==> src/rtl/ffia_pkg.sv <==
// Shared types and constants for the FIFO free-ID allocator.
package ffia_pkg;

  localparam int ID_W    = 10;              // identifier width, fixed by the ports
  localparam int MAX_IDS = 1 << ID_W;       // pool capacity
  localparam int CNT_W   = ID_W + 1;        // holds 0..MAX_IDS
  localparam int ADDR_W  = 1;               // APB byte address
  localparam int DATA_W  = 32;              // APB data

  typedef enum logic [1:0] {
    REQ_GET     = 2'd0,
    REQ_CHECK   = 2'd1,
    REQ_RELEASE = 2'd2
  } ffia_req_t;

  typedef enum logic [1:0] {
    ST_CLEAR,
    ST_IDLE,
    ST_EXEC
  } ffia_state_t;

  // Commands from controller to datapath.
  typedef struct packed {
    logic clear_en;   // clearing pass writes one entry this cycle
    logic load;       // item accepted: latch request, launch memory reads
    logic exec;       // execute state: update state, register the result
  } ffia_cmd_t;

endpackage

==> src/rtl/ffia_ctrl.sv <==
// Controller state machine: clearing pass, idle, execute.
module ffia_ctrl (
  input  logic                clk,
  input  logic                rst,
  input  logic                start,
  input  logic                refill,
  input  logic                clr_last,
  output logic                busy,
  output ffia_pkg::ffia_cmd_t cmd
);

  ffia_pkg::ffia_state_t state, state_next;

  always_ff @(posedge clk) begin
    if (rst) begin
      state <= ffia_pkg::ST_CLEAR;
    end else begin
      state <= state_next;
    end
  end

  always_comb begin
    state_next = state;
    case (state)
      ffia_pkg::ST_CLEAR: begin
        if (refill) state_next = ffia_pkg::ST_CLEAR;
        else if (clr_last) state_next = ffia_pkg::ST_IDLE;
      end
      ffia_pkg::ST_IDLE: begin
        if (refill) state_next = ffia_pkg::ST_CLEAR;
        else if (start) state_next = ffia_pkg::ST_EXEC;
      end
      ffia_pkg::ST_EXEC: begin
        if (refill) state_next = ffia_pkg::ST_CLEAR;
        else state_next = ffia_pkg::ST_IDLE;
      end
      default: state_next = ffia_pkg::ST_CLEAR;
    endcase
  end

  always_comb begin
    busy         = 1'b1;
    cmd.clear_en = 1'b0;
    cmd.load     = 1'b0;
    cmd.exec     = 1'b0;
    case (state)
      ffia_pkg::ST_CLEAR: begin
        cmd.clear_en = !refill;
      end
      ffia_pkg::ST_IDLE: begin
        busy     = refill;
        cmd.load = start && !refill;
      end
      ffia_pkg::ST_EXEC: begin
        cmd.exec = 1'b1;
      end
      default: begin
        busy = 1'b1;
      end
    endcase
  end

endmodule

==> config.mk <==
export PLATFORM = sky130hd
export DESIGN_NAME = ffia_ctrl
export DESIGN_NICKNAME = d
export VERILOG_FILES = /design/src/rtl/ffia_pkg.sv /design/src/rtl/ffia_ctrl.sv
export SDC_FILE = /design/constraint.sdc
export NUM_CORES = 1
export LEC_CHECK = 0
export ABC_AREA = 1
export BUFFER_PORTS_ARGS = -buffer_cell sky130_fd_sc_hd__buf_4
export CAP_MARGIN = 15
export CORE_AREA = 2 2 39 41
export DETAILED_ROUTE_END_ITERATION = 12
export DIE_AREA = 0 0 41 43
export GPL_TIMING_DRIVEN = 0
export SYNTH_ARGS = -nofsm -noshare
export SYNTH_HDL_FRONTEND = slang
export SYNTH_SLANG_ARGS = --single-unit
==> constraint.sdc <==
create_clock -name clk -period 1.3 [get_ports clk]
set_clock_uncertainty 0.15 [all_clocks]
set_input_delay 0.065 -clock clk [delete_from_list [all_inputs] [get_ports clk]]
set_output_delay 0.065 -clock clk [all_outputs]
set_load 0.03 [all_outputs]
Word level (Yosys, flattened, before mapping) --
Index checks and enable logic that the tools add are counted. Widths: inputs -> output; s select.
Storage, ports and cells: word-level logic and storage cells 19, RAM bits 0, flip-flop bits (word level) 2, latch bits 0, ROM bits 0, memories 0
Cells by class: reductions and logical operators 4, add/sub/neg operators 0, eq/ne operators 4, bitwise logic cells 0, $mul 0, divide/modulo/power cells 0, $lt $le $gt $ge 0, mux-type cells 10, shift operators 0
Operators by type and width (count):
- $mux 2 | 4
- $ne 3x3->1 const B | 2
- $pmux 2 s3 | 1
- $mux 1 | 5
- $eq 2x1->1 const B | 1
- $eq 2x2->1 const B | 1
- $logic_not 2->1 | 1
- $reduce_and 2->1 | 1
- $logic_and 1x1->1 | 1
- $logic_not 1->1 | 1

Depth between registers and ports, before layout --
Gate-level depths: netlist of the first run.
depth after elaboration 3, gate-level depth with buffers 4, depth with buffers taken out 4

Worst setup path after synthesis of the first run --
OpenSTA, ideal clock, no wires.
path type reg2out, start register state[0], end output cmd[1] (netlist name), stages on the path, launching flop included 5, arrival 1.089 ns, path slack -0.004 ns, path through dfxtp_1 inv_2 nor2_2 nand2_2 nor2_1
RTL lines:
- start: declaration | line ffia_ctrl.sv:12 | ffia_pkg::ffia_state_t state, state_next;
- start signal: assignment | line ffia_ctrl.sv:16 | state <= ffia_pkg::ST_CLEAR;
- start signal: assignment | line ffia_ctrl.sv:18 | state <= state_next;
- end: declaration | line ffia_ctrl.sv:9 | output ffia_pkg::ffia_cmd_t cmd

==> run_results.csv, run 1 <==
group,metric,value,unit
sta,finalMaxSlewViolations,0,
logic_synthesis,synth_top_area_cell,"dfxtp_1",
drt,routedWlPerCell,7.24,um
logic_synthesis,yosys-top-cells-area,"dfxtp_1 (34%), inv_1 (13%), nor2_1 (13%), nand2_1 (9.6%), nor3_2 (8.5%)",
floorplanning,io_pins,9,
clock_tree,clkSlewWorstSetupHoldPaths,30,ps
floorplanning,dieArea,1760,sq um
critical_path,cp.required,1090,ps
global_route,gr-usage-met3,0.0314,
layout,fin_nets,41,
layout,fillers,153,
place,place_congestion,0.671,
layout,instances_no_fill,50,
critical_path,crit_type,"reg2out",
min_path,holdCritPathClass,"in2reg",
drt,drt_iter0_drc,2,
global_route,grt_overflow,0,
place,port_buffers,8,
sta,worst_slew_pin_slew,153,ps
clock_tree,tritoncts,"done",
drt,ant_nets,0,
global_route,grt_use_met2,0.0500,
floorplanning,fp.coreArea,1380,sq um
sta,fin_crit_sh,0.957,
logic_synthesis,ys_seq_area_frac,0.340,
sta,slew_headroom,0.897,
clock_tree,h-tree-depth,1,
global_route,grt_max_degree,5,
power_and_ir_drop,power.leakage,0.131,nW
place,dp.cells,43,
place,dp_hpwl,232,um
flow_run,max-cap-violations,0,
logic_synthesis,synth_nets,24,
layout,drive_gt1_frac,0.529,
drt,wl,362,um
critical_path,path_max_fanout,4,
floorplanning,core.rowCount,14,
global_route,grtUsageMet1,0.0772,
logic_synthesis,syn_area_per_cell,6.19,sq um
global_route,busiest_layer,"met4",
sta,layout_min_cycle_time,1240,ps
sta,timing.final.ws_setup,55.4,ps
drt,viasPerCell,3.18,
floorplanning,die_w,41,um
layout,diodes,0,
drt,dr.pass1.iters,2,
floorplanning,die_h,43,um
global_route,antenna_found_initial,0,
clock_tree,clk_path_buf_depth,2,
logic_synthesis,yosysTopAreaCellShare,0.340,
floorplanning,initial_utilization,0.0850,
critical_path,start_kind,"flop",
sta,finalSetupViolCount,0,
layout,largest_register_ffs,2,
power_and_ir_drop,power_density,940,nW/um^2
layout,layout_common_cells,"buf_4 (8), inv_1 (4)",
clock_tree,cts_buffers,3,
clock_tree,root_buffer,"clkbuf_4",
logic_synthesis,yosysWarningCount,0,
sta,finalHoldViolations,0,
global_route,grtUsageTotal,0.0643,
layout,area_growth_syn_to_layout,130,%
logic_synthesis,ys_types,10,
critical_path,crit_arrival,1030,ps
sta,rsz0062_at_grt,"yes",
global_route,grt_pass1_wl,621,um
sta,tns,0,ps
sta,fmax,0.803,GHz
sta,timing.hold.ws,29.6,ps
critical_path,worstSetupEndpointType,"output pin",
layout,regMostFlops,"state",
power_and_ir_drop,ir_drop,0.295,mV
clock_tree,clock_latency,220,ps
run_status,run_status,"complete, no violations",
layout,reg.largest.list,"state: 2 flops",
power_and_ir_drop,power,0.254,mW
logic_synthesis,syn_area,118,sq um
drt,drc,0,
global_route,grt_pass1_vias,152,
logic_synthesis,synthCells,19,
place,place_ws,237,ps
logic_synthesis,synth_seq_cells,2,
drt,vias,159,
clock_tree,numClockSinks,2,
layout,layout_commonest_cell,"buf_4",
## logic make-up after synthesis
| group | share of synthesized area |
|---|---|
| and+or+nand+nor | 0.457 |
| buffers and inverters | 0.160 |
| DFF | 0.340 |
| AOI/OAI and AO/OA | 0.0425 |
## per-layer routing
layer / up-vias / share of wire
met3: 0 / 0.075
met1: 66 / 0.51
met4: 0 / 0
met2: 8 / 0.42
met5: - / 0
li1: 85 / -
## cell type report
| type | instances | area (sq um) | share of cell area |
|---|---|---|---|
| Timing Repair Buffer | 12 | 101 | 0.375 |
| Tap cell | 16 | 20.0 | 0.0741 |
| Clock buffer | 3 | 22.5 | 0.0833 |
| Sequential cell | 2 | 41.3 | 0.153 |
| Inverter | 5 | 18.8 | 0.0694 |
| Multi-Input combinational cell | 12 | 66.3 | 0.245 |
## worst max-delay path, stage by stage (launching register included)
cell and delay (ps):
dfxtp_2 350, inv_2 50, nor2_4 90, nand2_2 80, nor2_2 110, buf_6 130
## synth_stat cells (all sizes together)
cell type	n
a21oi	1
dfxtp	2
inv	5
nand2	4
nor2	5
nor3	2
## where the power goes
| part | total (mW) | leakage [nW] | switching, mW | internal (mW) |
|---|---|---|---|---|
| Combinational | 0.0510 | 0.101 | 0.0250 | 0.0260 |
| Clock | 0.137 | 0.0138 | 0.0348 | 0.102 |
| Sequential | 0.0664 | 0.0167 | 0.00225 | 0.0642 |
| Total | 0.254 | 0.131 | 0.0620 | 0.192 |
## worst paths after layout
check	start	to	depth (start not counted)	slack, ps
max	state[0]$_SDFFE_PP0P_	cmd[1]	5	60
min	clr_last	state[0]$_SDFFE_PP0P_	5	30
max reg2reg	state[0]$_SDFFE_PP0P_	state[1]$_SDFFE_PP0P_	5	290
min reg2reg	state[0]$_SDFFE_PP0P_	state[0]$_SDFFE_PP0P_	3	410
## stage by stage
step	util	instance area [sq um]
2_1_floorplan	-	120
3_3_place_gp	0.145	200
3_5_place_dp	0.145	200
4_1_cts	0.184	254
5_1_grt	0.195	270
6_report	0.195	270
## what timing repair did
| action | 4_1_cts | 5_1_grt |
|---|---|---|
| hold endpoints to repair | 2 | 0 |
| pin swaps | 0 | 2 |
| hold buffers | 3 | 0 |
| buffers inserted | 0 | 1 |
| gates resized for setup | 1 | 2 |
| setup endpoints to repair | 1 | 1 |
Note: power is estimated with default switching activity, not from simulation.
==> run 2: changes to the inputs <==
Settings changed: GPL_TIMING_DRIVEN 0 to unset.
Clock period 1.3 ns to 1.31 ns, I/O delays scaled along.
==> run 2 against run 1 <==
Critical path depth did not move; non-clock buffer count fell by 1; flip-flop and latch count did not move; final cell count fell by 2.0%; global-route usage fell by 1.7 points; sequential share of layout area rose by 1.2 points; worst setup slack improved by 14 ps.
==> run_results.csv, run 2 (same netlist as run 1, synthesis figures left out) <==
group,metric,value,unit
layout,largest_register_ffs,2,
critical_path,worstPathBufferInverterCount,2,
layout,fillers,164,
global_route,grtUsageTotal,0.0471,
layout,instances_no_fill,49,
clock_tree,cts_buffers,3,
power_and_ir_drop,p_int,0.188,mW
floorplanning,core.rowCount,14,
sta,slew_headroom,0.893,
drt,drt_iter0_drc,1,
clock_tree,root_buffer,"clkbuf_4",
critical_path,path_cells,"inv_2 > nor2_4 > nand2_2 > nor2_2 > buf_6",
floorplanning,die_w,41,um
run_status,run_status,"complete, no violations",
critical_path,slowest_delay,350,ps
power_and_ir_drop,power.leakage,0.128,nW
critical_path,start_kind,"flop",
layout,diodes,0,
layout,fin_area,265,sq um
sta,layout_min_cycle_time,1240,ps
critical_path,path_max_fanout,4,
layout,layout_commonest_cell,"buf_4",
drt,ant_nets,0,
drt,drc,0,
sta,fmax,0.806,GHz
sta,fin_crit_sh,0.947,
sta,worst_slew_pin_slew,160,ps
min_path,holdCritPathClass,"in2reg",
global_route,grt_pass1_wl,524,um
floorplanning,initial_utilization,0.0850,
global_route,grt_overflow,0,
clock_tree,clk_path_buf_depth,2,
floorplanning,die_h,43,um
sta,tns,0,ps
global_route,antenna_found_initial,0,
floorplanning,io_pins,9,
place,dpl_cell_area,198,sq um
sta,rsz0062_at_grt,"no",
power_and_ir_drop,swShare,0.246,
clock_tree,h-tree-depth,1,
place,place_congestion,0.552,
sta,finalSetupViolCount,0,
critical_path,r2r_setup_slack,410,ps
drt,routedWlPerCell,6.71,um
place,dp_hpwl,234,um
clock_tree,tritoncts,"done",
critical_path,reg2regPathDepth,4,
critical_path,worstSetupEndpointType,"output pin",
min_path,holdPathEnd,"state[1]$_SDFFE_PP0P_",
power_and_ir_drop,p_switching,0.0612,mW
critical_path,crit_arrival,1030,ps
power_and_ir_drop,comb_power_share,0.195,
sta,finalMaxSlewViolations,0,
layout,drive_gt1_frac,0.515,
sta,finalHoldViolations,0,
global_route,grt_max_degree,5,
layout,layout_common_cells,"buf_4 (7), inv_1 (4)",
layout,regMostFlops,"state",
min_path,hold_start,"refill",
critical_path,timing.rr.end,"state[0]$_SDFFE_PP0P_",
layout,reg.largest.list,"state: 2 flops",
clock_tree,clkSlewWorstSetupHoldPaths,30,ps
drt,viasPerCell,3.12,
floorplanning,dieArea,1760,sq um
drt,wl,329,um
floorplanning,fp.coreArea,1380,sq um
critical_path,crit_slowest_cell,"dfxtp_4",
place,dp.cells,43,
critical_path,cp.required,1090,ps
power_and_ir_drop,p_clk_frac,0.546,
place,port_buffers,8,
clock_tree,numClockSinks,2,
critical_path,r2r-start,"state[1]$_SDFFE_PP0P_",
clock_tree,cts_setup_buffers,0,
min_path,worstHoldPathCells,4,
drt,dr.pass1.iters,2,
flow_run,max-cap-violations,0,
clock_tree,clock_latency,220,ps
critical_path,path_delay_family,"flip-flops",
global_route,grt_pass1_vias,151,
power_and_ir_drop,power_density,940,nW/um^2
critical_path,crit_type,"reg2out",
power_and_ir_drop,ir_drop,0.201,mV
drt,vias,153,
layout,area_growth_syn_to_layout,126,%
critical_path,crit_cells,5,
layout,fin_nets,40,
power_and_ir_drop,seq_power_share,0.259,
-- run 2: cell types whose count changed in the layout (fill, tap and decap cells not counted) --
cell and change:
buf_4 -1, dfxtp_2 -1, dfxtp_4 +1
-- run 2: worst max path at each step --
stage,slack (ps),to,start
after floorplan,6,cmd[1],state[0]$_SDFFE_PP0P_
after CTS,20,cmd[1],state[0]$_SDFFE_PP0P_
after global placement,250,cmd[1],state[0]$_SDFFE_PP0P_
final,70,cmd[1],state[0]$_SDFFE_PP0P_
after detailed placement,240,cmd[1],state[0]$_SDFFE_PP0P_
after global routing,3,cmd[1],state[0]$_SDFFE_PP0P_
-- run 2: stage by stage --
step                      power (mW)   util  hold slack, ps  setup slack [ps]
final                          0.249  0.192            3.39              69.1
after global routing           0.269  0.192            23.6              2.86
after CTS                      0.259  0.182           -10.4              21.3
after detailed placement       0.106  0.143            90.2               237
after global placement         0.105  0.143            90.6               247
after floorplan               0.0862      -           -15.4              5.94
-- run 2: what timing repair did --
item                                    CTS  global route
hold endpoints to repair                  2             0
endpoints found under the setup margin    1             1
pin swaps                                 0             1
resized for setup                         1             4
hold buffers                              3             0
-- run 2: cell type report --
type                    count  area [sq um]  area share
clock buffers               3          22.5      0.0849
flip-flops and latches      2          43.8       0.165
repair buffers             11          93.8       0.354
multi-input cells          12          66.3       0.250
well taps                  16          20.0      0.0755
inverters                   5          18.8      0.0708
-- run 2: power groups by stage --
stage	Clock [mW]	Combinational (mW)	Sequential, mW
CTS	0.146	0.0466	0.0658
floorplan	0	0.0204	0.0658
global placement	0	0.0390	0.0661
finish	0.136	0.0485	0.0646
detailed placement	0	0.0393	0.0662
global route	0.151	0.0535	0.0650
-- run 2: worst min-delay path: stages --
cell	delay, ps
buf_4	90
inv_1	40
nand2_2	90
nor3_2	40
-- run 2: layer usage --
metal  routed length (um)  vias up  track usage
met5                    0        -            0
met4                    0        0       0.0600
met3                   32        0       0.0157
met2                  120        7       0.0375
met1                  176       60       0.0735
li1                     -       86            -
==> run 3: changes to the inputs <==
Clock period 1.31 ns to 1.4 ns, I/O delays scaled along.
==> run 3 against run 2 <==
Wire length up 2.7%; worst hold slack gained 29 ps; critical path depth rose by 1; final cell count rose by 2.0%; core utilization is the same; sequential share of layout area fell by 0.94 points; register-to-register slack worse by 40 ps; power decreased by 5.2%; die area unchanged; global-route usage down 0.10 points; critical path type is now in2out.
==> run_results.csv, run 3 (same netlist as run 1, synthesis figures left out) <==
group,metric,value,unit
drt,drt_iter0_drc,3,
clock_tree,clk_path_buf_depth,2,
critical_path,start_kind,"input pin",
flow_run,max-cap-violations,0,
drt,viasPerCell,3.02,
layout,fin_area,265,sq um
drt,ant_nets,0,
layout,diodes,0,
power_and_ir_drop,power_density,890,nW/um^2
sta,finalMaxSlewViolations,0,
place,place_congestion,0.552,
global_route,grtUsageTotal,0.0461,
run_status,run_status,"complete, no violations",
sta,fin_crit_sh,0.964,
global_route,grt_max_degree,5,
critical_path,worstSetupEndpointType,"output pin",
drt,drc,0,
floorplanning,initial_utilization,0.0850,
place,dpl_cell_area,198,sq um
drt,dr.pass1.iters,2,
critical_path,crit_type,"in2out",
sta,rsz0062_at_grt,"no",
layout,fin_nets,41,
power_and_ir_drop,power.leakage,0.130,nW
global_route,grt_pass1_vias,148,
drt,routedWlPerCell,6.76,um
drt,wl,338,um
critical_path,crit_arrival,1130,ps
floorplanning,die_h,43,um
layout,multi_input_area,61.3,sq um
floorplanning,io_pins,9,
min_path,holdCritPathClass,"in2reg",
floorplanning,fp.coreArea,1380,sq um
global_route,grt_pass1_wl,510,um
sta,fmax,0.741,GHz
clock_tree,cts_buffers,3,
layout,layout_commonest_cell,"buf_4",
global_route,grt_overflow,0,
layout,fillers,165,
layout,drive_gt1_frac,0.559,
clock_tree,numClockSinks,2,
layout,largest_register_ffs,2,
sta,finalHoldViolations,0,
global_route,antenna_found_initial,0,
sta,slew_headroom,0.892,
critical_path,cp.required,1180,ps
sta,finalSetupViolCount,0,
floorplanning,dieArea,1760,sq um
floorplanning,core.rowCount,14,
sta,worst_slew_pin_slew,161,ps
sta,layout_min_cycle_time,1350,ps
drt,vias,151,
sta,tns,0,ps
sta,timing.hold.ws,32.7,ps
layout,regMostFlops,"state",
power_and_ir_drop,ir_drop,0.190,mV
clock_tree,clkSlewWorstSetupHoldPaths,30,ps
clock_tree,h-tree-depth,1,
layout,area_growth_syn_to_layout,126,%
place,port_buffers,8,
clock_tree,root_buffer,"clkbuf_4",
critical_path,path_max_fanout,4,
layout,seqCellArea,41.3,sq um
layout,reg.largest.list,"state: 2 flops",
clock_tree,clock_latency,220,ps
floorplanning,die_w,41,um
clock_tree,tritoncts,"done",
place,dp_hpwl,234,um
## run 3: changes by cell type in the layout (fill, tap and decap cells not counted)
cell	previous run	this run
buf_4	7	8
dfxtp_2	0	1
dfxtp_4	1	0
inv_1	4	3
inv_2	1	2
nor2_2	1	2
nor2_4	1	0
## run 3: what timing repair did
item                                   in CTS  in global routing
buffers inserted                            0                  1
setup endpoints to repair                   0                  1
resized for setup                           0                  4
endpoints found under the hold margin       2                  0
hold buffers                                3                  0
## run 3: layout make-up
type                    count  area share
repair buffers             12       0.382
multi-input cells          12       0.231
flip-flops and latches      2       0.156
clock buffers               3      0.0849
well taps                  16      0.0755
inverters                   5      0.0708
## run 3: worst paths after layout
check / startpoint / endpoint / slack [ps] / cells after the start
setup / recovery: refill / cmd[1] / 50 / 6
hold / removal: clr_last / state[0]$_SDFFE_PP0P_ / 30 / 5
setup reg to reg: state[0]$_SDFFE_PP0P_ / state[1]$_SDFFE_PP0P_ / 370 / 5
hold reg to reg: state[0]$_SDFFE_PP0P_ / state[0]$_SDFFE_PP0P_ / 400 / 3
## run 3: power breakdown
group	leakage (nW)	switching (mW)	total (mW)	internal (mW)
combinational	0.0991	0.0227	0.0463	0.0236
clock	0.0138	0.0338	0.128	0.0947
sequential	0.0167	0.00187	0.0615	0.0596
## run 3: stage by stage
stage | utilization | power [mW] | instances | worst slack, ps
2_1_floorplan | - | 0.0807 | 19 | 91.4
5_1_grt | 0.192 | 0.254 | 50 | 11.2
3_5_place_dp | 0.143 | 0.0988 | 43 | 322
3_3_place_gp | 0.143 | 0.0984 | 43 | 332
6_report | 0.192 | 0.236 | 50 | 50.6
4_1_cts | 0.181 | 0.242 | 49 | 32.3
## run 3: critical path: stages
cell	delay [ps]
dlygate4sd3_1	540
buf_4	150
inv_2	40
nand2_2	70
nor2_2	120
buf_6	140
## run 3: routing by layer
metal	share of wire	vias to the layer above	global-route usage
met5	0	-	0
met4	0	0	0.0600
met3	0.089	0	0.0157
met2	0.38	7	0.0375
met1	0.52	57	0.0703
li1	-	87	-
