`config.mk`:
```
export PLATFORM = sky130hd
export DESIGN_NAME = ffia_apb
export DESIGN_NICKNAME = d
export VERILOG_FILES = /design/src/rtl/ffia_pkg.sv /design/src/rtl/ffia_apb.sv
export SDC_FILE = /design/constraint.sdc
export NUM_CORES = 1
export LEC_CHECK = 0
export BUFFER_PORTS_ARGS = -buffer_cell sky130_fd_sc_hd__buf_2
export CAP_MARGIN = 30
export CORE_MARGIN = 1
export CORE_UTILIZATION = 33
export CTS_CLUSTER_DIAMETER = 60
export DETAILED_ROUTE_END_ITERATION = 8
export GPL_TIMING_DRIVEN = 0
export PLACE_DENSITY = 0.78
export SLEW_MARGIN = 20
export SYNTH_ARGS = -nofsm -noshare
export SYNTH_HDL_FRONTEND = slang
export SYNTH_SLANG_ARGS = --single-unit
export TNS_END_PERCENT = 5
```
`constraint.sdc`:
```
create_clock -name clk -period 1.1 [get_ports clk]
set_input_delay 0.11 -clock clk [delete_from_list [all_inputs] [get_ports clk]]
set_output_delay 0.11 -clock clk [all_outputs]
set_load 0.01 [all_outputs]
```
`src/rtl/ffia_pkg.sv`:
```
// Shared types and constants for the FIFO free-ID allocator.
package ffia_pkg;

  localparam int ID_W    = 10;              // identifier width, fixed by the ports
  localparam int MAX_IDS = 1 << ID_W;       // pool capacity
  localparam int CNT_W   = ID_W + 1;        // holds 0..MAX_IDS
  localparam int ADDR_W  = 1;               // APB byte address
  localparam int DATA_W  = 32;              // APB data

  typedef enum logic [1:0] {
    REQ_GET     = 2'd0,
    REQ_CHECK   = 2'd1,
    REQ_RELEASE = 2'd2
  } ffia_req_t;

  typedef enum logic [1:0] {
    ST_CLEAR,
    ST_IDLE,
    ST_EXEC
  } ffia_state_t;

  // Commands from controller to datapath.
  typedef struct packed {
    logic clear_en;   // clearing pass writes one entry this cycle
    logic load;       // item accepted: latch request, launch memory reads
    logic exec;       // execute state: update state, register the result
  } ffia_cmd_t;

endpackage

```
`src/rtl/ffia_apb.sv`:
```
// APB register block holding pool_size; flags a refill on each write.
module ffia_apb (
  input  logic                          clk,
  input  logic                          rst,
  input  logic                          psel,
  input  logic                          penable,
  input  logic                          pwrite,
  input  logic [ffia_pkg::ADDR_W-1:0]   paddr,
  input  logic [ffia_pkg::DATA_W-1:0]   pwdata,
  output logic [ffia_pkg::DATA_W-1:0]   prdata,
  output logic                          pready,
  output logic                          refill,
  output logic [ffia_pkg::CNT_W-1:0]    size_eff
);

  logic [ffia_pkg::CNT_W-1:0] pool_size;
  logic                       wr_en;

  // single register: every address decodes to it
  assign wr_en  = psel && penable && pwrite && (paddr == paddr);
  assign pready = 1'b1;
  assign refill = wr_en;

  always_ff @(posedge clk) begin
    if (rst) begin
      pool_size <= ffia_pkg::CNT_W'(ffia_pkg::MAX_IDS);
    end else if (wr_en) begin
      pool_size <= pwdata[ffia_pkg::CNT_W-1:0];
    end
  end

  assign prdata   = ffia_pkg::DATA_W'(pool_size);
  // saturate to capacity
  assign size_eff = (pool_size > ffia_pkg::CNT_W'(ffia_pkg::MAX_IDS)) ?
                    ffia_pkg::CNT_W'(ffia_pkg::MAX_IDS) : pool_size;

endmodule

```
======== After elaboration in Yosys (flattened, before gate mapping) ========
Index checks and enable logic that the tools add are counted.
storage, ports and cells
  flip-flop bits (word level) ............. 11
  input bits .............................. 38
  output and inout bits ................... 45
  word-level logic and storage cells ...... 5
cells by class
  $lt $le $gt $ge ......................... 1
  multiplexer cells ....................... 1
  reductions and logical operators ........ 2
operators by type and width
  operator                                    number
  11-bit > comparator, second input constant  1
  11-bit two-way mux                          1
  1-bit logical AND                           2

======== Logic depth before layout (Yosys ltp) ========
Gate-level depths: netlist (run 1).
  word-level depth ........................ 2
  depth in mapped cells ................... 4
  gate-level depth less buffers ........... 2

======== Worst setup path before layout (run 1) ========
No wires, ideal clock.
  kind .................................... flip-flop to flip-flop
  start point ............................. register, netlist name pool_size[10]
  end point ............................... register pool_size[10] in the netlist's numbering
  library setup time ...................... 0.072 ns
  data arrival time ....................... 0.844 ns
  data required time ...................... 1.028 ns
  setup slack ............................. 0.184 ns
  stages on the path, launching flop included .. 4
  buffers on the path ..................... 1
  period minus slack after synthesis ...... 0.916 ns
  cell sequence ........................... dfxtp_1 clkbuf_1 nor2_1 mux2i_1
RTL lines
  element                 RTL line        RTL
  end signal: assignment  ffia_apb.sv:26  pool_size <= ffia_pkg::CNT_W'(ffia_pkg::MAX_IDS);
  end signal: assignment  ffia_apb.sv:28  pool_size <= pwdata[ffia_pkg::CNT_W-1:0];
  end: declaration        ffia_apb.sv:16  logic [ffia_pkg::CNT_W-1:0] pool_size;

======== Worst setup path after layout (run 1) ========
  start point ............................. register pool_size[10] in the netlist's numbering
  end point ............................... output size_eff[6] in the netlist's numbering
on the way
  cells in the longest elaborated chain, start to end .. 2
ends and longest elaborated chain
  element              RTL line        RTL
  11-bit > comparator  ffia_apb.sv:34  assign size_eff = (pool_size > ffia_pkg::CNT_W'(ffia_pkg::MAX_IDS)) ?
  11-bit two-way mux   ffia_apb.sv:34
  end: declaration     ffia_apb.sv:13  output logic [ffia_pkg::CNT_W-1:0] size_eff
No other way between the ends.

==> metrics.log, run 1 <==
[metrics] startpoint kind of the worst setup timing path: register
[metrics] number of standard cells in the final layout excluding fillers: 176
[metrics] hold_sp: pwdata[3]
[metrics] worst setup skew after layout: 0 ps
[metrics] initial cell density of the core: 36.8%
[metrics] Top Registers: pool_size: 11 flops
[metrics] Largest stage delay, worst path: 370 ps
[metrics] vias in the first global route: 545
[metrics] Die Footprint: 2470 sq um
[metrics] worst hold path endpoint: pool_size[3]
[metrics] Routability Congestion: 0.703
[metrics] Hold Slack: 90.5 ps
[metrics] number of placed instances with taps included: 170
[metrics] crit path setup slack, layout: -9.67 ps
[metrics] end of the worst register-to-register path: pool_size[10]
[metrics] share of layout cells above drive strength 1: 47.7%
[metrics] Area Growth Syn to Fin: 48.8%
[metrics] number of cells on the worst hold path: 3
[metrics] I/O pin count: 83
[metrics] worst vdd rail ir drop: 0.000465 V
[metrics] average instance area after synthesis: 8.83 sq um
[metrics] GRT Residual Overflow: 0
[metrics] clock root buffer: sky130_fd_sc_hd__clkbuf_4
[metrics] Avg Vias per Cell: 3.68
[metrics] Util after Layout: 54.7%
[metrics] number of nets in the layout: 188
[metrics] PwrDens: 829 nW/um^2
[metrics] clock insertion delay at the later pin of the skew report: 260 ps
[metrics] startpoint of the most critical register-to-register path: pool_size[10]
[metrics] floorplan die height: 49.7 um
[metrics] count of buffer and inverter cells on the critical path: 2
[metrics] violated checks: setup timing
[metrics] first-pass iteration count of the detailed router: 2
[metrics] Crit Path Category: register to output pin
[metrics] number of clock buffers inserted by TritonCTS: 3
[metrics] reg-to-reg setup timing slack: 350 ps
[metrics] Logic pwr share: 24.7%
[metrics] Net Sw Frac: 27.2%
[metrics] clock slew seen by the registers of the worst setup and hold paths: 80 ps
[metrics] total of flip-flops plus latches after synthesis: 11
[metrics] number of vias in the routed layout: 648
[metrics] Antenna Nets Post-Route: 0
[metrics] Worst Reg-to-Reg Cells: 3
[metrics] ordered cell list for the critical path: buf_8 -> nor2b_1 -> buf_2
[metrics] number of warnings issued by yosys: 0
[metrics] Die X: 49.7 um
[metrics] endpoint kind of the worst setup timing path: output pin
[metrics] classification of the worst-slack hold path: primary input to register
[metrics] # Max-Cap Violations: 0
[metrics] floorplan core area: 2040 sq um
[metrics] sequential share of the synthesized area: 29.3%
[metrics] total count of max-transition violations in the final report: 0
[metrics] Detailed Route WL: 1490 um
[metrics] achievable frequency: 901 MHz
[metrics] critical-path maximum fanout: 5
[metrics] final period utilization: 101%
[metrics] Detailed Route Iter0 Violations: 3
[metrics] P_leak: 0.000599 uW
[metrics] placed wire-length estimate after detailed placement: 1190 um
[metrics] net switching power: 252 uW
[metrics] deepest clock path buffer count: 2
[metrics] total internal power: 674 uW
[metrics] largest register by flop count: pool_size
[metrics] unrepaired setup endpoints after global routing: true
[metrics] Avg WL per Cell: 8.49 um
[metrics] data required time of the critical path: 990 ps
[metrics] Diodes inserted: 0
[metrics] number of antenna violations at the first check in global routing: 0
[metrics] maximum number of pins on one net before global-route repair: 11
[metrics] count of final setup violators: 3
[metrics] clock sink count: 11
[metrics] Period minus WS final: 1110 ps
[metrics] number of H-tree branching levels: 1
[metrics] Largest register FFs: 11
[metrics] DRC violations left: 0
[metrics] row count: 16
[metrics] worst path arrival time: 1000 ps
[metrics] category of cells accounting for the largest share of critical-path delay: flip-flops
[metrics] distinct cell type count after synthesis: 11
[metrics] sequential fraction of design power: 45.4%
[metrics] cells after synthesis: 85
[metrics] wire length of the first global-routing pass: 2410 um
[metrics] post-synthesis instance area: 751 sq um
[metrics] number of buffers inserted by port buffering: 38
[metrics] total global-route track usage: 13.0%
[metrics] final hold violations: 0
[metrics] clock tree from TritonCTS: yes
[metrics] clock network fraction of design power: 29.9%
[metrics] outcome: finished with violations
[metrics] standard cell with the maximum stage delay on the critical path: sky130_fd_sc_hd__dfxtp_4
## cells in the final DEF, fill, tap and decap left out
master	synthesis	routed
sky130_fd_sc_hd__nor2_1	2	2
sky130_fd_sc_hd__buf_12	1	1
sky130_fd_sc_hd__and3_1	1	1
sky130_fd_sc_hd__dfxtp_4	0	1
sky130_fd_sc_hd__nor2b_2	0	1
sky130_fd_sc_hd__clkbuf_4	0	3
sky130_fd_sc_hd__dfxtp_1	11	10
sky130_fd_sc_hd__conb_1	2	22
sky130_fd_sc_hd__nand2b_1	20	20
sky130_fd_sc_hd__clkinv_2	0	1
sky130_fd_sc_hd__buf_2	0	38
sky130_fd_sc_hd__buf_8	0	2
sky130_fd_sc_hd__buf_4	22	23
sky130_fd_sc_hd__mux2i_1	11	11
sky130_fd_sc_hd__nor2b_1	10	9
sky130_fd_sc_hd__clkbuf_1	4	3
sky130_fd_sc_hd__buf_6	1	1
## worst max-delay path by stage
stage | startpoint | end | cells after the start
finish | pool_size[10] | size_eff[6] | 3
global route | pool_size[10] | size_eff[0] | 3
CTS | pool_size[10] | size_eff[4] | 3
detailed placement | pool_size[10] | size_eff[4] | 3
global placement | pool_size[10] | size_eff[6] | 3
floorplan | pool_size[10] | pool_size[10] | 3
## cells by family (layout without fill, tap and decap cells)
group | Yosys count | in the layout | synth area share, %
AND/OR/NAND/NOR | 33 | 33 | 26.8
buffers and inverters | 28 | 72 | 28.2
multiplexers | 11 | 11 | 14.7
flip-flops | 11 | 11 | 29.3
other | 2 | 22 | 1.00
## final cells by class
cell class | instances | area (sq um)
timing repair buffer | 40 | 213
clock buffer | 3 | 22.5
tap | 27 | 33.8
sequential | 11 | 224
clock inverter | 1 | 5.00
fill | 202 | 925
buffer | 28 | 223
multi-input combinational | 66 | 397
## Yosys cell counts (all sizes together)
cell type  count  area [sq um]
and3           1          6.26
nand2b        20           125
conb           2          7.51
nor2           2          7.51
nor2b         10          62.6
mux2i         11           110
clkbuf         4          15.0
dfxtp         11           220
buf           24           196
## power groups by stage
stage | Sequential, uW | Clock, uW | Combinational, uW
3_3_place_gp | 430 | 0 | 216
6_report | 421 | 277 | 229
4_1_cts | 422 | 299 | 226
2_1_floorplan | 437 | 0 | 157
3_5_place_dp | 431 | 0 | 218
5_1_grt | 424 | 306 | 248
## per-layer routing
layer / vias up / track usage (%) / routed length [um]
met2: 34 / 23.9 / 774
met4: 0 / 4.29 / 0
met3: 0 / 3.70 / 135
met1: 267 / 14.0 / 583
met5: - / 0 / 0
li1: 347 / - / -
## through the flow
stage / TNS, ps / instance area, sq um / total power [uW] / worst slack [ps]
finish: -15.2 / 1120 / 926 / -9.67
global route: -546 / 1120 / 978 / -70.2
CTS: -96.4 / 1110 / 947 / -17.4
detailed placement: -270 / 1050 / 649 / -34.7
global placement: -2.18 / 1050 / 646 / -2.18
floorplan: 0 / 826 / 594 / 184
## repair_timing
| item | 4_1_cts | 5_1_grt |
|---|---|---|
| buffers inserted | 1 | 0 |
| cloned | 1 | 0 |
| gates resized for setup | 5 | 4 |
| hold buffers | 0 | 0 |
| endpoints found under the setup margin | 9 | 11 |
## worst reg2reg max path, delay by kind of cell (launching register included)
family / cells / cell delay [ps]
multiplexers: 1 / 60
AND/OR/NAND/NOR: 1 / 90
flip-flops: 1 / 370
buffers and inverters: 1 / 130
(Power assumes the default switching activity.)
==> inputs of run 2 (changes only) <==
==> constraint.sdc (replaced) <==
create_clock -name clk -period 1.1 [get_ports clk]
set_input_delay 0.22 -clock clk [delete_from_list [all_inputs] [get_ports clk]]
set_output_delay 0.22 -clock clk [all_outputs]
set_load 0.01 [all_outputs]
==> metrics.log, run 2 (synthesized netlist as in run 1, its figures left out) <==
[metrics] placed wire-length estimate after detailed placement: 1190 um (unchanged)
[metrics] DRC violations left: 0 (unchanged)
[metrics] clock root buffer: sky130_fd_sc_hd__clkbuf_4 (unchanged)
[metrics] first-pass iteration count of the detailed router: 2 (unchanged)
[metrics] P_leak: 0.000602 uW (was 0.000599 uW)
[metrics] Area Growth Syn to Fin: 51.2% (was 48.8%)
[metrics] Avg Vias per Cell: 3.68 (unchanged)
[metrics] maximum number of pins on one net before global-route repair: 11 (unchanged)
[metrics] unrepaired setup endpoints after global routing: true (unchanged)
[metrics] Routability Congestion: 0.703 (unchanged)
[metrics] end of the worst register-to-register path: pool_size[10] (unchanged)
[metrics] Crit Path Category: register to output pin (unchanged)
[metrics] share of layout cells above drive strength 1: 48.3% (was 47.7%)
[metrics] critical path capture point: size_eff[6] (unchanged)
[metrics] PwrDens: 823 nW/um^2 (was 829 nW/um^2)
[metrics] critical-path maximum fanout: 5 (unchanged)
[metrics] standard cell with the maximum stage delay on the critical path: sky130_fd_sc_hd__dfxtp_4 (unchanged)
[metrics] category of cells accounting for the largest share of critical-path delay: flip-flops (unchanged)
[metrics] startpoint kind of the worst setup timing path: register (unchanged)
[metrics] crit path setup slack, layout: -120 ps (was -9.67 ps)
[metrics] vias in the first global route: 545 (unchanged)
[metrics] Largest register FFs: 11 (unchanged)
[metrics] Util after Layout: 55.6% (was 54.7%)
[metrics] number of antenna violations at the first check in global routing: 0 (unchanged)
[metrics] outcome: finished with violations (unchanged)
[metrics] total number of cells along the worst setup path: 3 (unchanged)
[metrics] largest register by flop count: pool_size (unchanged)
[metrics] violated checks: setup timing (unchanged)
[metrics] worst path arrival time: 1000 ps (about the same)
[metrics] total global-route track usage: 13.0% (unchanged)
[metrics] I/O pin count: 83 (unchanged)
[metrics] worst setup skew after layout: 0 ps (unchanged)
[metrics] count of final setup violators: 12 (was 3)
[metrics] floorplan die height: 49.7 um (unchanged)
[metrics] clock slew seen by the registers of the worst setup and hold paths: 80 ps (about the same)
[metrics] ordered cell list for the critical path: buf_8 -> nor2b_1 -> buf_2 (unchanged)
[metrics] row count: 16 (unchanged)
[metrics] Largest stage delay, worst path: 370 ps (about the same)
[metrics] Detailed Route Iter0 Violations: 7 (was 3)
[metrics] deepest clock path buffer count: 2 (unchanged)
[metrics] Die Footprint: 2470 sq um (unchanged)
[metrics] GRT Residual Overflow: 0 (unchanged)
[metrics] data required time of the critical path: 880 ps (was 990 ps)
[metrics] classification of the worst-slack hold path: primary input to register (unchanged)
[metrics] # Max-Cap Violations: 0 (unchanged)
[metrics] wire length of the first global-routing pass: 2410 um (unchanged)
[metrics] Avg WL per Cell: 8.82 um (was 8.49 um)
[metrics] reg-to-reg setup timing slack: 350 ps (about the same)
[metrics] total count of max-transition violations in the final report: 0 (unchanged)
[metrics] clock insertion delay at the later pin of the skew report: 260 ps (about the same)
[metrics] Diodes inserted: 0 (unchanged)
[metrics] floorplan core area: 2040 sq um (unchanged)
[metrics] number of placed instances with taps included: 170 (unchanged)
[metrics] hold_buf cts: 0 (unchanged)
[metrics] leading cell type in the layout, fill and taps excluded: sky130_fd_sc_hd__buf_2 (unchanged)
[metrics] Die X: 49.7 um (unchanged)
[metrics] Worst Reg-to-Reg Cells: 3 (unchanged)
[metrics] number of standard cells in the final layout excluding fillers: 176 (unchanged)
[metrics] Period minus WS final: 1220 ps (was 1110 ps)
[metrics] number of buffers inserted by port buffering: 38 (unchanged)
[metrics] initial cell density of the core: 36.8% (unchanged)
[metrics] number of H-tree branching levels: 1 (unchanged)
[metrics] final period utilization: 111% (was 101%)
[metrics] Hold Slack: 200 ps (was 90.5 ps)
[metrics] count of buffer and inverter cells on the critical path: 2 (unchanged)
[metrics] Detailed Route WL: 1550 um (was 1490 um)
[metrics] worst vdd rail ir drop: 0.000487 V (was 0.000465 V)
[metrics] final hold violations: 0 (unchanged)
[metrics] number of nets in the layout: 188 (unchanged)
[metrics] startpoint of the most critical register-to-register path: pool_size[10] (unchanged)
[metrics] Antenna Nets Post-Route: 0 (unchanged)
[metrics] achievable frequency: 820 MHz (was 901 MHz)
[metrics] clock tree from TritonCTS: yes (unchanged)
[metrics] Critical Path Start: pool_size[10] (unchanged)
[metrics] number of clock buffers inserted by TritonCTS: 3 (unchanged)
[metrics] Top Registers: pool_size: 11 flops (unchanged)
[metrics] number of vias in the routed layout: 648 (unchanged)
[metrics] most used cells in the layout excluding fill and tap cells: 36 x sky130_fd_sc_hd__buf_2, 23 x sky130_fd_sc_hd__buf_4, 22 x sky130_fd_sc_hd__conb_1 (was 38 x sky130_fd_sc_hd__buf_2, 23 x sky130_fd_sc_hd__buf_4, 22 x sky130_fd_sc_hd__conb_1)
[metrics] endpoint kind of the worst setup timing path: output pin (unchanged)
[metrics] clock sink count: 11 (unchanged)
[run 2: cell type report]
type                            count  area (sq um)
Clock buffer                        3          22.5
Sequential cell                    11           224
Tap cell                           27          33.8
Multi-Input combinational cell     66           402
Timing Repair Buffer               40           225
Buffer                             28           223
Clock inverter                      1          5.00
Fill cell                         202           907
[run 2: per-stage QoR]
step                instance area [sq um]  power (uW)  setup WS, ps  TNS [ps]
detailed placement                   1050         649          -145     -1270
CTS                                  1120         949          -127     -1270
global route                         1130         984          -180     -1820
global placement                     1050         646          -112      -949
finish                               1130         934          -120     -1170
floorplan                             826         594          92.4         0
[run 2: timing repair]
action	CTS	global route
gates cloned	1	0
gates resized for setup	6	6
pin swaps	0	0
setup endpoints to repair	11	13
setup buffers	1	0
[run 2: how the worst min path moves through the flow]
stage | slack [ps] | endpoint | cells after the start | start
final | 200 | pool_size[3] | 3 | pwdata[3]
after global routing | 200 | pool_size[3] | 3 | pwdata[3]
after CTS | 190 | pool_size[3] | 3 | pwdata[3]
after detailed placement | 470 | pool_size[7] | 2 | pool_size[7]
after global placement | 470 | pool_size[2] | 2 | pool_size[2]
after floorplan | 370 | pool_size[8] | 2 | pwdata[8]
[run 2: metal layers]
metal,global-route usage [%],part of all wire (%),vias to the layer above
li1,-,-,347
met1,14.0,38,267
met2,23.9,53,34
met3,3.70,8.6,0
met4,4.29,0,0
met5,0,0,-
[run 2: power by group]
part           switching (uW)  leakage, uW  internal [uW]
clock                     143    0.0000177            134
sequential               10.1    0.0000894            411
combinational             102     0.000495            134
[run 2: tightest hold or removal path, stage by stage]
cell and delay, ps:
sky130_fd_sc_hd__buf_2 100, sky130_fd_sc_hd__nand2b_1 50, sky130_fd_sc_hd__mux2i_1 60
==> inputs of run 3 (changes only) <==
--- a/config.mk
+++ b/config.mk
@@ -13,6 +13,7 @@
 export DETAILED_ROUTE_END_ITERATION = 8
 export GPL_TIMING_DRIVEN = 0
 export PLACE_DENSITY = 0.78
+export SETUP_SLACK_MARGIN = 0.15
 export SLEW_MARGIN = 20
 export SYNTH_ARGS = -nofsm -noshare
 export SYNTH_HDL_FRONTEND = slang
==> metrics.log, run 3 (synthesized netlist as in run 1, its figures left out) <==
[metrics] achievable frequency: 827 MHz (was 820 MHz)
[metrics] number of nets in the layout: 188 (unchanged)
[metrics] share of layout cells above drive strength 1: 53.7% (was 48.3%)
[metrics] placed wire-length estimate after detailed placement: 1160 um (was 1190 um)
[metrics] Logic pwr share: 25.7% (was 25.2%)
[metrics] wire length of the first global-routing pass: 2610 um (was 2410 um)
[metrics] row count: 16 (unchanged)
[metrics] initial cell density of the core: 36.8% (unchanged)
[metrics] number of H-tree branching levels: 1 (unchanged)
[metrics] PwrDens: 807 nW/um^2 (was 823 nW/um^2)
[metrics] total internal power: 699 uW (was 679 uW)
[metrics] clock tree from TritonCTS: yes (unchanged)
[metrics] P_leak: 0.000607 uW (was 0.000602 uW)
[metrics] Detailed Route Iter0 Violations: 1 (was 7)
[metrics] endpoint kind of the worst setup timing path: output pin (unchanged)
[metrics] Net Sw Frac: 27.0% (was 27.3%)
[metrics] Avg Vias per Cell: 3.80 (was 3.68)
[metrics] area used by multi-input combinational logic: 399 sq um (was 402 sq um)
[metrics] worst setup skew after layout: 0 ps (unchanged)
[metrics] # Max-Cap Violations: 0 (unchanged)
[metrics] sequential fraction of design power: 44.6% (was 45.1%)
[metrics] Detailed Route WL: 1640 um (was 1550 um)
[metrics] Die Footprint: 2470 sq um (unchanged)
[metrics] outcome: finished with violations (unchanged)
[metrics] number of cells on the worst hold path: 3 (unchanged)
[metrics] Area Growth Syn to Fin: 58.2% (was 51.2%)
[metrics] power after layout: 958 uW (was 934 uW)
[metrics] clock root buffer: sky130_fd_sc_hd__clkbuf_4 (unchanged)
[metrics] startpoint of the most critical register-to-register path: pool_size[10] (unchanged)
[metrics] Critical Path Start: pool_size[10] (unchanged)
[metrics] floorplan die height: 49.7 um (unchanged)
[metrics] maximum number of pins on one net before global-route repair: 11 (unchanged)
[metrics] Routability Congestion: 0.650 (was 0.703)
[metrics] DRC violations left: 0 (unchanged)
[metrics] count of final setup violators: 11 (was 12)
[metrics] number of antenna violations at the first check in global routing: 0 (unchanged)
[metrics] vias in the first global route: 594 (was 545)
[metrics] data required time of the critical path: 880 ps (about the same)
[metrics] final hold violations: 0 (unchanged)
[metrics] number of clock buffers inserted by TritonCTS: 3 (unchanged)
[metrics] end of the worst register-to-register path: pool_size[10] (unchanged)
[metrics] GRT Residual Overflow: 0 (unchanged)
[metrics] total global-route track usage: 14.4% (was 13.0%)
[metrics] crit path setup slack, layout: -109 ps (was -120 ps)
[metrics] area of placed instances: 1050 sq um (about the same)
[metrics] deepest clock path buffer count: 2 (unchanged)
[metrics] critical-path maximum fanout: 5 (unchanged)
[metrics] leading cell type in the layout, fill and taps excluded: sky130_fd_sc_hd__buf_2 (unchanged)
[metrics] ordered cell list for the critical path: buf_6 -> nor2b_1 -> buf_2 (was buf_8 -> nor2b_1 -> buf_2)
[metrics] first-pass iteration count of the detailed router: 2 (unchanged)
[metrics] I/O pin count: 83 (unchanged)
[metrics] standard cell with the maximum stage delay on the critical path: sky130_fd_sc_hd__dfxtp_2 (was sky130_fd_sc_hd__dfxtp_4)
[metrics] category of cells accounting for the largest share of critical-path delay: flip-flops (unchanged)
[metrics] net switching power: 259 uW (was 255 uW)
[metrics] unrepaired setup endpoints after global routing: true (unchanged)
[metrics] classification of the worst-slack hold path: primary input to register (unchanged)
[metrics] Largest stage delay, worst path: 340 ps (was 370 ps)
[metrics] worst hold path endpoint: pool_size[2] (was pool_size[3])
[metrics] clock network fraction of design power: 29.8% (was 29.7%)
[metrics] Die X: 49.7 um (unchanged)
[metrics] Top Registers: pool_size: 11 flops (unchanged)
[metrics] worst vdd rail ir drop: 0.000529 V (was 0.000487 V)
[metrics] Avg WL per Cell: 9.29 um (was 8.82 um)
[metrics] clock slew seen by the registers of the worst setup and hold paths: 80 ps (about the same)
[metrics] total count of max-transition violations in the final report: 0 (unchanged)
[metrics] floorplan core area: 2040 sq um (unchanged)
[metrics] number of vias in the routed layout: 669 (was 648)
[metrics] violated checks: setup timing (unchanged)
[metrics] clock sink count: 11 (unchanged)
[metrics] count of buffer and inverter cells on the critical path: 2 (unchanged)
[metrics] Crit Path Category: register to output pin (unchanged)
[metrics] most used cells in the layout excluding fill and tap cells: 28 x sky130_fd_sc_hd__buf_2, 23 x sky130_fd_sc_hd__buf_4, 22 x sky130_fd_sc_hd__conb_1 (was 36 x sky130_fd_sc_hd__buf_2, 23 x sky130_fd_sc_hd__buf_4, 22 x sky130_fd_sc_hd__conb_1)
[metrics] startpoint kind of the worst setup timing path: register (unchanged)
[metrics] reg-to-reg setup timing slack: 360 ps (was 350 ps)
[metrics] hold_sp: pwdata[2] (was pwdata[3])
[metrics] clock insertion delay at the later pin of the skew report: 270 ps (was 260 ps)
[metrics] worst path arrival time: 990 ps (was 1000 ps)
[metrics] largest register by flop count: pool_size (unchanged)
[metrics] final period utilization: 110% (was 111%)
[metrics] Period minus WS final: 1210 ps (was 1220 ps)
[metrics] Antenna Nets Post-Route: 0 (unchanged)
[metrics] final standard cell area without fillers: 1190 sq um (was 1130 sq um)
[metrics] Worst Reg-to-Reg Cells: 3 (unchanged)
[metrics] register cell area after layout: 234 sq um (was 224 sq um)
[metrics] Diodes inserted: 0 (unchanged)
[metrics] fillers: 203 (was 202)
[metrics] number of buffers inserted by port buffering: 38 (unchanged)
[metrics] Largest register FFs: 11 (unchanged)
run 3: worst max path at each step:
| stage | slack [ps] | endpoint | cells past startpoint |
|---|---|---|---|
| global route | -150 | size_eff[0] | 3 |
| global placement | -8 | refill | 5 |
| finish | -110 | size_eff[1] | 3 |
| floorplan | 170 | size_eff[0] | 2 |
| CTS | -140 | size_eff[3] | 3 |
| detailed placement | -20 | refill | 5 |
run 3: power by group through the flow:
stage	logic [uW]	registers (uW)	clock network [uW]
floorplan	157	437	0
global placement	217	430	0
detailed placement	221	430	0
CTS	244	426	305
global route	269	429	322
finish	246	427	285
run 3: metrics by stage:
step | hold WS [ps] | TNS, ps | util [%] | instances | setup WS, ps
floorplan | 375 | 0 | - | 105 | 166
finish | 199 | -909 | 58.1 | 176 | -109
detailed placement | 480 | -18.3 | 51.5 | 170 | -18.3
global route | 191 | -1470 | 58.1 | 176 | -152
global placement | 463 | -8.36 | 51.5 | 170 | -8.36
CTS | 187 | -1250 | 57.9 | 176 | -139
run 3: final cells by class:
type                    count  share of cell area, %
repair buffers             40                   22.9
well taps                  27                   2.85
clock buffers               4                   2.21
flip-flops and latches     11                   19.7
plain buffers              28                   18.8
multi-input cells          66                   33.6
run 3: routing by layer:
metal  up-vias  GRT usage, %  routed length, um
met5         -             0                  0
met4         0          5.71                  0
met3         0          4.01                141
met2        38          26.1                840
met1       285          15.5                653
li1        346             -                  -
run 3: worst register-to-register path, delay by kind of cell (launching register included):
kind / cells / cell delay [ps]
flops: 1 / 340
buf+inv: 1 / 130
simple gates: 1 / 90
mux: 1 / 70
run 3: timing repair:
item                                    in CTS  in global routing
pin swaps                                    1                  1
endpoints found under the setup margin      23                 23
gates resized for setup                     24                  3
gates cloned                                 1                  0
buffers inserted                             1                  0
hold buffers                                 0                  0
